[config.mk]
export PLATFORM = sky130hd
export DESIGN_NAME = servo_pulse_generator_byte_cmd_core_flat
export DESIGN_NICKNAME = d
export VERILOG_FILES = /design/src/sv/spg_pkg.sv /design/src/sv/spg_if.sv /design/src/sv/spg_channels.sv /design/src/sv/servo_pulse_generator_byte_cmd_core.sv /design/src/flat_wrapper.sv
export VERILOG_INCLUDE_DIRS = /design/src /design/src/sv
export SDC_FILE = /design/constraint.sdc
export NUM_CORES = 1
export LEC_CHECK = 0
export CAP_MARGIN = 10
export CORE_MARGIN = 1.5
export CORE_UTILIZATION = 53
export DETAILED_ROUTE_END_ITERATION = 10
export DONT_BUFFER_PORTS = 1
export PLACE_DENSITY = 0.72
export SKIP_CTS_REPAIR_TIMING = 1
export SLEW_MARGIN = 40
export SYNTH_ARGS = -nofsm -noshare
export SYNTH_HDL_FRONTEND = slang
export SYNTH_SLANG_ARGS = --single-unit
[constraint.sdc]
create_clock -name clk -period 22.5 [get_ports clk]
set_clock_uncertainty 0.05 [all_clocks]
set_input_delay 1.125 -clock clk [delete_from_list [all_inputs] [get_ports clk]]
set_output_delay 1.125 -clock clk [all_outputs]
set_load 0.02 [all_outputs]
[src/sv/assert_macros.svh]
// ----------------------------------------------------------------------------
// assert_macros.svh
// Concurrent assertion helpers used by the servo pulse generator RTL.
// ----------------------------------------------------------------------------
`ifndef ASSERT_MACROS_SVH
`define ASSERT_MACROS_SVH

`ifndef ASSERT_OFF
// Same-cycle implication, checked outside reset
`define ASSERT_IMPLY(lbl, clk, rst, ante, cons) \
  lbl: assert property (@(posedge clk) disable iff (rst) (ante) |-> (cons)) \
    else $error("assertion failed");
// Next-cycle implication, checked outside reset
`define ASSERT_NEXT(lbl, clk, rst, ante, cons) \
  lbl: assert property (@(posedge clk) disable iff (rst) (ante) |=> (cons)) \
    else $error("assertion failed");
`else
`define ASSERT_IMPLY(lbl, clk, rst, ante, cons)
`define ASSERT_NEXT(lbl, clk, rst, ante, cons)
`endif

`endif

[src/sv/spg_pkg.sv]
// ----------------------------------------------------------------------------
// spg_pkg
// Types and constants of the servo pulse generator with byte command parser.
// ----------------------------------------------------------------------------
package spg_pkg;

  // Field and register widths
  localparam int TICK_W     = 16;
  localparam int POS_W      = 16;
  localparam int BYTE_W     = 8;
  localparam int CH_SEL_W   = 3;
  localparam int PULSE_W    = 6;
  localparam int CFG_IDX_W  = 3;
  localparam int CFG_DATA_W = 16;

  localparam int NUM_CHANNELS_DEF = 6;

  // Reset values
  localparam logic [TICK_W-1:0] RST_FRAME_PERIOD  = 16'd14999;
  localparam logic [TICK_W-1:0] RST_PULSE_WINDOW  = 16'd1750;
  localparam logic [POS_W-1:0]  RST_POSITION_BASE = 16'd500;
  localparam logic [7:0]        RST_POSITION_GAIN = 8'd5;
  localparam logic [7:0]        RST_CODE_OFFSET   = 8'd5;
  localparam logic [POS_W-1:0]  RST_POSITION      = 16'd1125;

  // Configuration register indexes
  typedef enum logic [CFG_IDX_W-1:0] {
    REG_FRAME_PERIOD  = 3'd0,
    REG_PULSE_WINDOW  = 3'd1,
    REG_POSITION_BASE = 3'd2,
    REG_POSITION_GAIN = 3'd3,
    REG_CODE_OFFSET   = 3'd4
  } reg_index_t;

  // Item kind
  typedef enum logic {
    MODE_TICK = 1'b0,
    MODE_BYTE = 1'b1
  } mode_t;

  // Command status reported with each result
  typedef enum logic [1:0] {
    ST_NONE       = 2'd0,
    ST_ID_OK      = 2'd1,
    ST_ID_BAD     = 2'd2,
    ST_POS_STORED = 2'd3
  } status_t;

  // Position store write request
  typedef struct packed {
    logic                en;
    logic [CH_SEL_W-1:0] ch;
    logic [POS_W-1:0]    value;
  } pos_wr_t;

endpackage

[src/sv/spg_if.sv]
// ----------------------------------------------------------------------------
// spg_in_if / spg_out_if
// Valid/ready channels carrying command items and result items.
// ----------------------------------------------------------------------------
interface spg_in_if import spg_pkg::*; ();
  logic              valid;
  logic              ready;
  logic              mode;
  logic [BYTE_W-1:0] rx_byte;

  modport source (output valid, mode, rx_byte, input ready);
  modport sink   (input valid, mode, rx_byte, output ready);
endinterface

interface spg_out_if import spg_pkg::*; ();
  logic               valid;
  logic               ready;
  logic [PULSE_W-1:0] pulse_outputs;
  logic               in_pulse_phase;
  logic [1:0]         command_status;

  modport source (output valid, pulse_outputs, in_pulse_phase, command_status,
                  input ready);
  modport sink   (input valid, pulse_outputs, in_pulse_phase, command_status,
                  output ready);
endinterface

[src/sv/spg_channels.sv]
// ----------------------------------------------------------------------------
// spg_channels
// Per-channel position store and parallel pulse compares.
// ----------------------------------------------------------------------------
module spg_channels import spg_pkg::*; #(
  parameter int NUM_CHANNELS = NUM_CHANNELS_DEF
) (
  input  logic               clk,
  input  logic               rst,
  input  pos_wr_t            wr,
  input  logic [TICK_W-1:0]  tick,
  input  logic               phase,
  input  logic [TICK_W-1:0]  window,
  output logic [PULSE_W-1:0] pulses
);

  logic [POS_W-1:0] position [NUM_CHANNELS];
  logic [POS_W-1:0] pos_eff  [NUM_CHANNELS];

  for (genvar k = 0; k < NUM_CHANNELS; k++) begin : g_ch
    // position register
    always_ff @(posedge clk) begin
      if (rst) begin
        position[k] <= RST_POSITION;
      end else if (wr.en && wr.ch == CH_SEL_W'(k)) begin
        position[k] <= wr.value;
      end
    end

    // value after this transaction's write
    assign pos_eff[k] = (wr.en && wr.ch == CH_SEL_W'(k)) ? wr.value : position[k];
  end

  // line k high in the pulse phase when tick >= window - pos, i.e. tick + pos >= window
  for (genvar k = 0; k < PULSE_W; k++) begin : g_line
    if (k < NUM_CHANNELS) begin : g_on
      assign pulses[k] = phase &&
        (({1'b0, tick} + {1'b0, pos_eff[k]}) >= {1'b0, window});
    end else begin : g_off
      assign pulses[k] = 1'b0;
    end
  end

endmodule

[src/sv/servo_pulse_generator_byte_cmd_core.sv]
// ----------------------------------------------------------------------------
// servo_pulse_generator_byte_cmd_core
// Multi-channel servo pulse generator driven by tick and command byte items.
// ----------------------------------------------------------------------------
// Each accepted item gives exactly one result. An item is captured in an input
// register, processed by one pass of logic (frame counter step, position
// multiply-add-clamp and the parallel channel compares) and written into the
// result register; one item per clock is sustained while results are taken.
// The result register lets a new item be taken while a result waits; the
// input stalls only when both stages hold an item.
// Configuration registers are written through cfg_wr_en/cfg_index/cfg_data
// and should only change while no item is in flight.
module servo_pulse_generator_byte_cmd_core import spg_pkg::*; #(
  parameter int NUM_CHANNELS = NUM_CHANNELS_DEF
) (
  input  logic                  clk,
  input  logic                  rst,
  spg_in_if.sink                in_ch,
  spg_out_if.source             out_ch,
  input  logic                  cfg_wr_en,
  input  logic [CFG_IDX_W-1:0]  cfg_index,
  input  logic [CFG_DATA_W-1:0] cfg_data
);

`include "assert_macros.svh"

  // configuration
  logic [TICK_W-1:0] frame_period;
  logic [TICK_W-1:0] pulse_window;
  logic [POS_W-1:0]  position_base;
  logic [7:0]        position_gain;
  logic [7:0]        code_offset;

  // frame and parser state
  logic [TICK_W-1:0]   tick_count, tick_count_next;
  logic                pulse_phase, pulse_phase_next;
  logic                awaiting_position, awaiting_position_next;
  logic [CH_SEL_W-1:0] selected_channel, selected_channel_next;

  // input stage
  logic              s1_valid;
  logic              s1_mode;
  logic [BYTE_W-1:0] s1_byte;

  // result stage
  logic               o_valid;
  logic [PULSE_W-1:0] o_pulses;
  logic               o_phase;
  status_t            o_status;

  logic               adv;
  logic [TICK_W-1:0]  phase_limit;
  logic [7:0]         code_diff;
  logic [15:0]        code_prod;
  logic [POS_W:0]     pos_sum;
  logic [POS_W-1:0]   pos_clamped;
  status_t            status_next;
  pos_wr_t            pos_wr;
  logic [PULSE_W-1:0] pulses_next;

  // configuration writes
  always_ff @(posedge clk) begin
    if (rst) begin
      frame_period  <= RST_FRAME_PERIOD;
      pulse_window  <= RST_PULSE_WINDOW;
      position_base <= RST_POSITION_BASE;
      position_gain <= RST_POSITION_GAIN;
      code_offset   <= RST_CODE_OFFSET;
    end else if (cfg_wr_en) begin
      case (cfg_index)
        REG_FRAME_PERIOD:  frame_period  <= cfg_data;
        REG_PULSE_WINDOW:  pulse_window  <= cfg_data;
        REG_POSITION_BASE: position_base <= cfg_data;
        REG_POSITION_GAIN: position_gain <= cfg_data[7:0];
        REG_CODE_OFFSET:   code_offset   <= cfg_data[7:0];
        default: ;
      endcase
    end
  end

  // handshake: stage 1 moves when the result register is free or drained
  assign adv          = s1_valid && (!o_valid || out_ch.ready);
  assign in_ch.ready  = !s1_valid || adv;

  // input register
  always_ff @(posedge clk) begin
    if (rst) begin
      s1_valid <= 1'b0;
    end else if (in_ch.ready) begin
      s1_valid <= in_ch.valid;
    end
  end

  always_ff @(posedge clk) begin
    if (in_ch.ready && in_ch.valid) begin
      s1_mode <= in_ch.mode;
      s1_byte <= in_ch.rx_byte;
    end
  end

  // phase end: pulse window, or frame minus window saturated at zero
  always_comb begin
    if (pulse_phase) begin
      phase_limit = pulse_window;
    end else if (frame_period > pulse_window) begin
      phase_limit = frame_period - pulse_window;
    end else begin
      phase_limit = '0;
    end
  end

  // position code: base + (code - offset, floored at zero) * gain, clamped to the window
  assign code_diff   = (s1_byte > code_offset) ? (s1_byte - code_offset) : 8'd0;
  assign code_prod   = code_diff * position_gain;
  assign pos_sum     = {1'b0, position_base} + {1'b0, code_prod};
  assign pos_clamped = (pos_sum > {1'b0, pulse_window}) ? pulse_window
                                                        : pos_sum[POS_W-1:0];

  // item processing
  always_comb begin
    tick_count_next        = tick_count;
    pulse_phase_next       = pulse_phase;
    awaiting_position_next = awaiting_position;
    selected_channel_next  = selected_channel;
    status_next            = ST_NONE;
    pos_wr                 = '0;
    if (s1_mode == MODE_TICK) begin
      if (tick_count >= phase_limit) begin
        tick_count_next  = '0;
        pulse_phase_next = !pulse_phase;
      end else begin
        tick_count_next  = tick_count + 1'b1;
      end
    end else if (awaiting_position) begin
      pos_wr.en              = adv;
      pos_wr.ch              = selected_channel;
      pos_wr.value           = pos_clamped;
      awaiting_position_next = 1'b0;
      status_next            = ST_POS_STORED;
    end else if (s1_byte < BYTE_W'(NUM_CHANNELS)) begin
      selected_channel_next  = s1_byte[CH_SEL_W-1:0];
      awaiting_position_next = 1'b1;
      status_next            = ST_ID_OK;
    end else begin
      status_next            = ST_ID_BAD;
    end
  end

  // state update
  always_ff @(posedge clk) begin
    if (rst) begin
      tick_count        <= '0;
      pulse_phase       <= 1'b0;
      awaiting_position <= 1'b0;
      selected_channel  <= '0;
    end else if (adv) begin
      tick_count        <= tick_count_next;
      pulse_phase       <= pulse_phase_next;
      awaiting_position <= awaiting_position_next;
      selected_channel  <= selected_channel_next;
    end
  end

  // channel positions and compares
  spg_channels #(
    .NUM_CHANNELS (NUM_CHANNELS)
  ) u_channels (
    .clk    (clk),
    .rst    (rst),
    .wr     (pos_wr),
    .tick   (tick_count_next),
    .phase  (pulse_phase_next),
    .window (pulse_window),
    .pulses (pulses_next)
  );

  // result register
  always_ff @(posedge clk) begin
    if (rst) begin
      o_valid <= 1'b0;
    end else if (adv) begin
      o_valid <= 1'b1;
    end else if (out_ch.ready) begin
      o_valid <= 1'b0;
    end
  end

  always_ff @(posedge clk) begin
    if (adv) begin
      o_pulses <= pulses_next;
      o_phase  <= pulse_phase_next;
      o_status <= status_next;
    end
  end

  assign out_ch.valid          = o_valid;
  assign out_ch.pulse_outputs  = o_pulses;
  assign out_ch.in_pulse_phase = o_phase;
  assign out_ch.command_status = o_status;

  // checks
  `ASSERT_IMPLY(a_stall_only_full, clk, rst, !in_ch.ready, s1_valid && o_valid)
  `ASSERT_IMPLY(a_idle_lines_low, clk, rst, o_valid && !o_phase, o_pulses == '0)
  `ASSERT_NEXT(a_id_arms_parser, clk, rst, adv && status_next == ST_ID_OK,
               awaiting_position)
  `ASSERT_NEXT(a_store_disarms, clk, rst, adv && status_next == ST_POS_STORED,
               !awaiting_position && o_status == ST_POS_STORED)

endmodule
[src/flat_wrapper.sv]
// flat-port wrapper written by rule: the top's interface ports become plain ports
module servo_pulse_generator_byte_cmd_core_flat import spg_pkg::*;
#(
  parameter int NUM_CHANNELS = NUM_CHANNELS_DEF
)
  (clk, rst, cfg_wr_en, cfg_index, cfg_data, in_ch_valid, in_ch_mode, in_ch_rx_byte, in_ch_ready, out_ch_valid, out_ch_pulse_outputs, out_ch_in_pulse_phase, out_ch_command_status, out_ch_ready);
  spg_in_if in_ch_i ();
  spg_out_if out_ch_i ();
  input  logic clk;
  input  logic rst;
  input  logic cfg_wr_en;
  input  logic [CFG_IDX_W-1:0] cfg_index;
  input  logic [CFG_DATA_W-1:0] cfg_data;
  input wire logic [$bits(in_ch_i.valid)-1:0] in_ch_valid;
  input wire logic [$bits(in_ch_i.mode)-1:0] in_ch_mode;
  input wire logic [$bits(in_ch_i.rx_byte)-1:0] in_ch_rx_byte;
  output wire logic [$bits(in_ch_i.ready)-1:0] in_ch_ready;
  output wire logic [$bits(out_ch_i.valid)-1:0] out_ch_valid;
  output wire logic [$bits(out_ch_i.pulse_outputs)-1:0] out_ch_pulse_outputs;
  output wire logic [$bits(out_ch_i.in_pulse_phase)-1:0] out_ch_in_pulse_phase;
  output wire logic [$bits(out_ch_i.command_status)-1:0] out_ch_command_status;
  input wire logic [$bits(out_ch_i.ready)-1:0] out_ch_ready;
  assign in_ch_i.valid = in_ch_valid;
  assign in_ch_i.mode = in_ch_mode;
  assign in_ch_i.rx_byte = in_ch_rx_byte;
  assign in_ch_ready = in_ch_i.ready;
  assign out_ch_valid = out_ch_i.valid;
  assign out_ch_pulse_outputs = out_ch_i.pulse_outputs;
  assign out_ch_in_pulse_phase = out_ch_i.in_pulse_phase;
  assign out_ch_command_status = out_ch_i.command_status;
  assign out_ch_i.ready = out_ch_ready;
  servo_pulse_generator_byte_cmd_core #(.NUM_CHANNELS(NUM_CHANNELS)) u_core (.clk(clk), .rst(rst), .in_ch(in_ch_i), .out_ch(out_ch_i), .cfg_wr_en(cfg_wr_en), .cfg_index(cfg_index), .cfg_data(cfg_data));
endmodule
==> reports/metrics.yaml <==
status:
  status: "completed"
die:
  core-area_um2: 37600
  io_pins: 44
  chipWidth_um: 198
  rows: 71
  die-area_um2: 39200
  start_util_pct: 53.6
  die_h_um: 198
finish:
  num-fill-cells: 3466
  multi_input_area_um2: 14000
  fin_cells: 2915
  drive_gt1_share_pct: 5.07
  fin_nets: 2761
  regArea_um2: 5170
  antennaDiodeCount: 0
  area_growth_pct: 6.60
job:
  drv_cap: 0
synth:
  synth_xor_area_share_pct: 4.39
  yosysMostFrequentCell: "nand2_1"
  async_flop_share_pct: 0
  ys_seq_elements: 201
  synthAdderAreaFrac_pct: 23.6
  synth_area_leader_cell: "ha_1"
  syn_nets: 2808
  ys_top_cells_by_area: "ha_1 18%, edfxtp_1 17%, dfxtp_1 8.6%"
  synth_top_family_by_area: "adder cells"
  ys_types: 79
  synthMuxAreaShare_pct: 1.53
  ys_seq_area_share_pct: 25.6
  synthSimpleGateAreaFrac_pct: 20.4
  ys.flop_type: "edfxtp_1"
  yosys_warnings: 0
  synth_compound_area_share_pct: 19.2
  synthCells: 2431
  netlist_area_um2: 20200
  synth_top_area_share_pct: 17.7
  synth_area_per_cell_um2: 8.29
  synth_commonest_cells: "328 x nand2_1, 285 x ha_1, 224 x nor2_1"
  synth_edf_count: 114
timing:
  period_needed_ps: 12780
  period_share_pct: 56.8
  rsz0062_at_grt: "no"
  final.setup.tns_ps: 0
  hold_viol_final: 0
  max_slew_margin_pct: 36.6
  tightest_slew_ps: 950
  setup_viol_count_final: 0
  drv_slew: 0
  timing.fmax_ghz: 0.0782
drt:
  wire_per_inst_um: 22.9
  drtPass1Iterations: 6
  vias: 18200
  drtAntennaViolNets: 0
  route.detailed.drc: 0
  drt_iter0_drc: 1636
  wirelength_mm: 66.7
  viasPerCell: 6.25
power:
  switching_share_pct: 38.0
  internal_power_uw: 820
  clockPowerShare_pct: 33.3
  p_seq_share_pct: 30.6
  combPwrFrac_pct: 36.1
  p_leak_uw: 0.00937
  irDropWorstVdd_mv: 0.0601
  switching_power_uw: 503
  power_density_nw_per_um2: 61.6
worst_setup_path:
  crit_path_start: "u_core.s1_byte[0]"
  critPathArrivalTime_ps: 13030
  r2r-end: "u_core.out_ch.pulse_outputs[4]"
  critical_path_class: "flip-flop to flip-flop"
  cpMaxStageDelayCell: "and4bb_4"
  crit_required_ps: 22750
  worstRegToRegCells: 44
  cpPeakStageDelay_ps: 810
  critPathMostFrequentCell: "fa_1"
  reg2reg_slack_ps: 9720
  end_kind: "flip-flop"
  r2r-start: "u_core.s1_byte[0]"
  crit_fanout: 38
  critPathLaunchType: "flip-flop"
worst_hold_path:
  hold_start: "u_core.code_offset[4]"
  min_path_type: "flip-flop to flip-flop"
  hold-path-cell-count: 2
  holdPathEnd: "u_core.code_offset[4]"
global_routing:
  antenna_found_initial: 0
  grt_max_degree: 96
  grt_pass1_wl_mm: 100
  overflow: 0
  grt_pass1_vias: 17400
  grt_use_total_pct: 34.0
clock_network:
  clk_latency_ps: 570
  cts_tree: "done"
  cts_buffers: 26
  cts_root_buffer: "clkbuf_16"
  cts.sinks: 201
  path_clk_slew_ps: 60
  htree_levels: 1
  clockBufferDepth: 3
placed_design:
  gp_congestion: 0.987
  port-buffer-count: 0
  dp_cells: 2867
  dp_hpwl_mm: 50.2
-- power groups by stage --
stage / registers [µW] / clock network (µW) / logic [µW]
2_1_floorplan: 409 / 0 / 357
4_1_cts: 405 / 442 / 469
3_3_place_gp: 412 / 0 / 455
6_report: 405 / 441 / 478
3_5_place_dp: 413 / 0 / 467
5_1_grt: 406 / 453 / 519
-- layout make-up --
| cell class | instances | area share, % |
|---|---|---|
| Tap cell | 511 | 2.98 |
| Sequential cell | 201 | 24.0 |
| Clock buffer | 34 | 3.22 |
| Timing Repair Buffer | 20 | 0.699 |
| Clock inverter | 14 | 0.914 |
| Multi-Input combinational cell | 1965 | 65.2 |
| Inverter | 170 | 2.97 |
-- registers in the layout, indices dropped and copies added, names as in the netlist --
| name | flops |
|---|---|
| u_core.awaiting_position | 1 |
| u_core.code_offset | 8 |
| u_core.frame_period | 16 |
| u_core.out_ch.command_status | 2 |
| u_core.out_ch.in_pulse_phase | 1 |
| u_core.out_ch.pulse_outputs | 6 |
| u_core.out_ch.valid | 1 |
| u_core.position_base | 16 |
| u_core.position_gain | 8 |
| u_core.pulse_phase | 1 |
| u_core.pulse_window | 16 |
| u_core.s1_byte | 8 |
| u_core.s1_mode | 1 |
| u_core.s1_valid | 1 |
| u_core.selected_channel | 3 |
| u_core.tick_count | 16 |
| u_core.u_channels.position | 96 |
-- layer usage --
| layer | vias to the layer above | track usage (%) | share of wire (%) |
|---|---|---|---|
| met5 | - | 0 | 0 |
| met4 | 0 | 20.4 | 6.8 |
| met3 | 220 | 5.52 | 8.1 |
| met2 | 760 | 55.8 | 45 |
| met1 | 8617 | 42.2 | 40 |
| li1 | 8618 | - | - |
-- kinds of logic after synthesis --
group | count (synthesis)
flip-flops | 201
AND/OR/NAND/NOR | 885
buffers and inverters | 265
multiplexers | 25
AO/OA/AOI/OAI | 610
XOR/XNOR | 101
adder cells (fa/ha/maj) | 344
-- cells in the final DEF (no fill, tap or decap), types with 31 or more instances in the layout --
master,count
nand2_1,328
ha_1,285
nor2_1,219
a21oi_1,178
inv_1,167
edfxtp_1,114
o21ai_0,113
dfxtp_1,86
xnor2_1,72
a31oi_1,66
a21o_1,61
nor3_1,59
fa_1,59
nand3_1,52
o21a_1,32
nor2b_1,31
nand4_1,31
-- through the flow --
stage | utilization [%] | total power, µW | hold WS [ps] | instance area (µm²) | worst slack [ps]
3_5_place_dp | 54.8 | 880 | 391 | 20600 | 9720
4_1_cts | 57.2 | 1320 | 399 | 21500 | 9720
2_1_floorplan | - | 766 | 386 | 20200 | 11360
3_3_place_gp | 54.6 | 867 | 387 | 20500 | 10320
5_1_grt | 57.2 | 1380 | 425 | 21500 | 8980
6_report | 57.2 | 1320 | 408 | 21500 | 9720
-- how the worst max path moves through the flow --
stage / cells past startpoint / slack [ps] / endpoint
after floorplan: 48 / 11360 / u_core.out_ch.pulse_outputs[4]
after global placement: 44 / 10320 / u_core.out_ch.pulse_outputs[1]
after detailed placement: 44 / 9720 / u_core.out_ch.pulse_outputs[4]
after CTS: 44 / 9720 / u_core.out_ch.pulse_outputs[4]
after global routing: 44 / 8980 / u_core.out_ch.pulse_outputs[4]
final: 44 / 9720 / u_core.out_ch.pulse_outputs[4]
-- worst max-delay path: cells and delay by family, from the launching register on --
family | cells | cell delay, ps
muxes | 1 | 400
AOI/OAI and AO/OA | 21 | 4980
and+or+nand+nor | 7 | 2220
buffers and inverters | 4 | 230
adders and majority gates | 11 | 4220
DFF | 1 | 360
(Power assumes the default switching activity.)
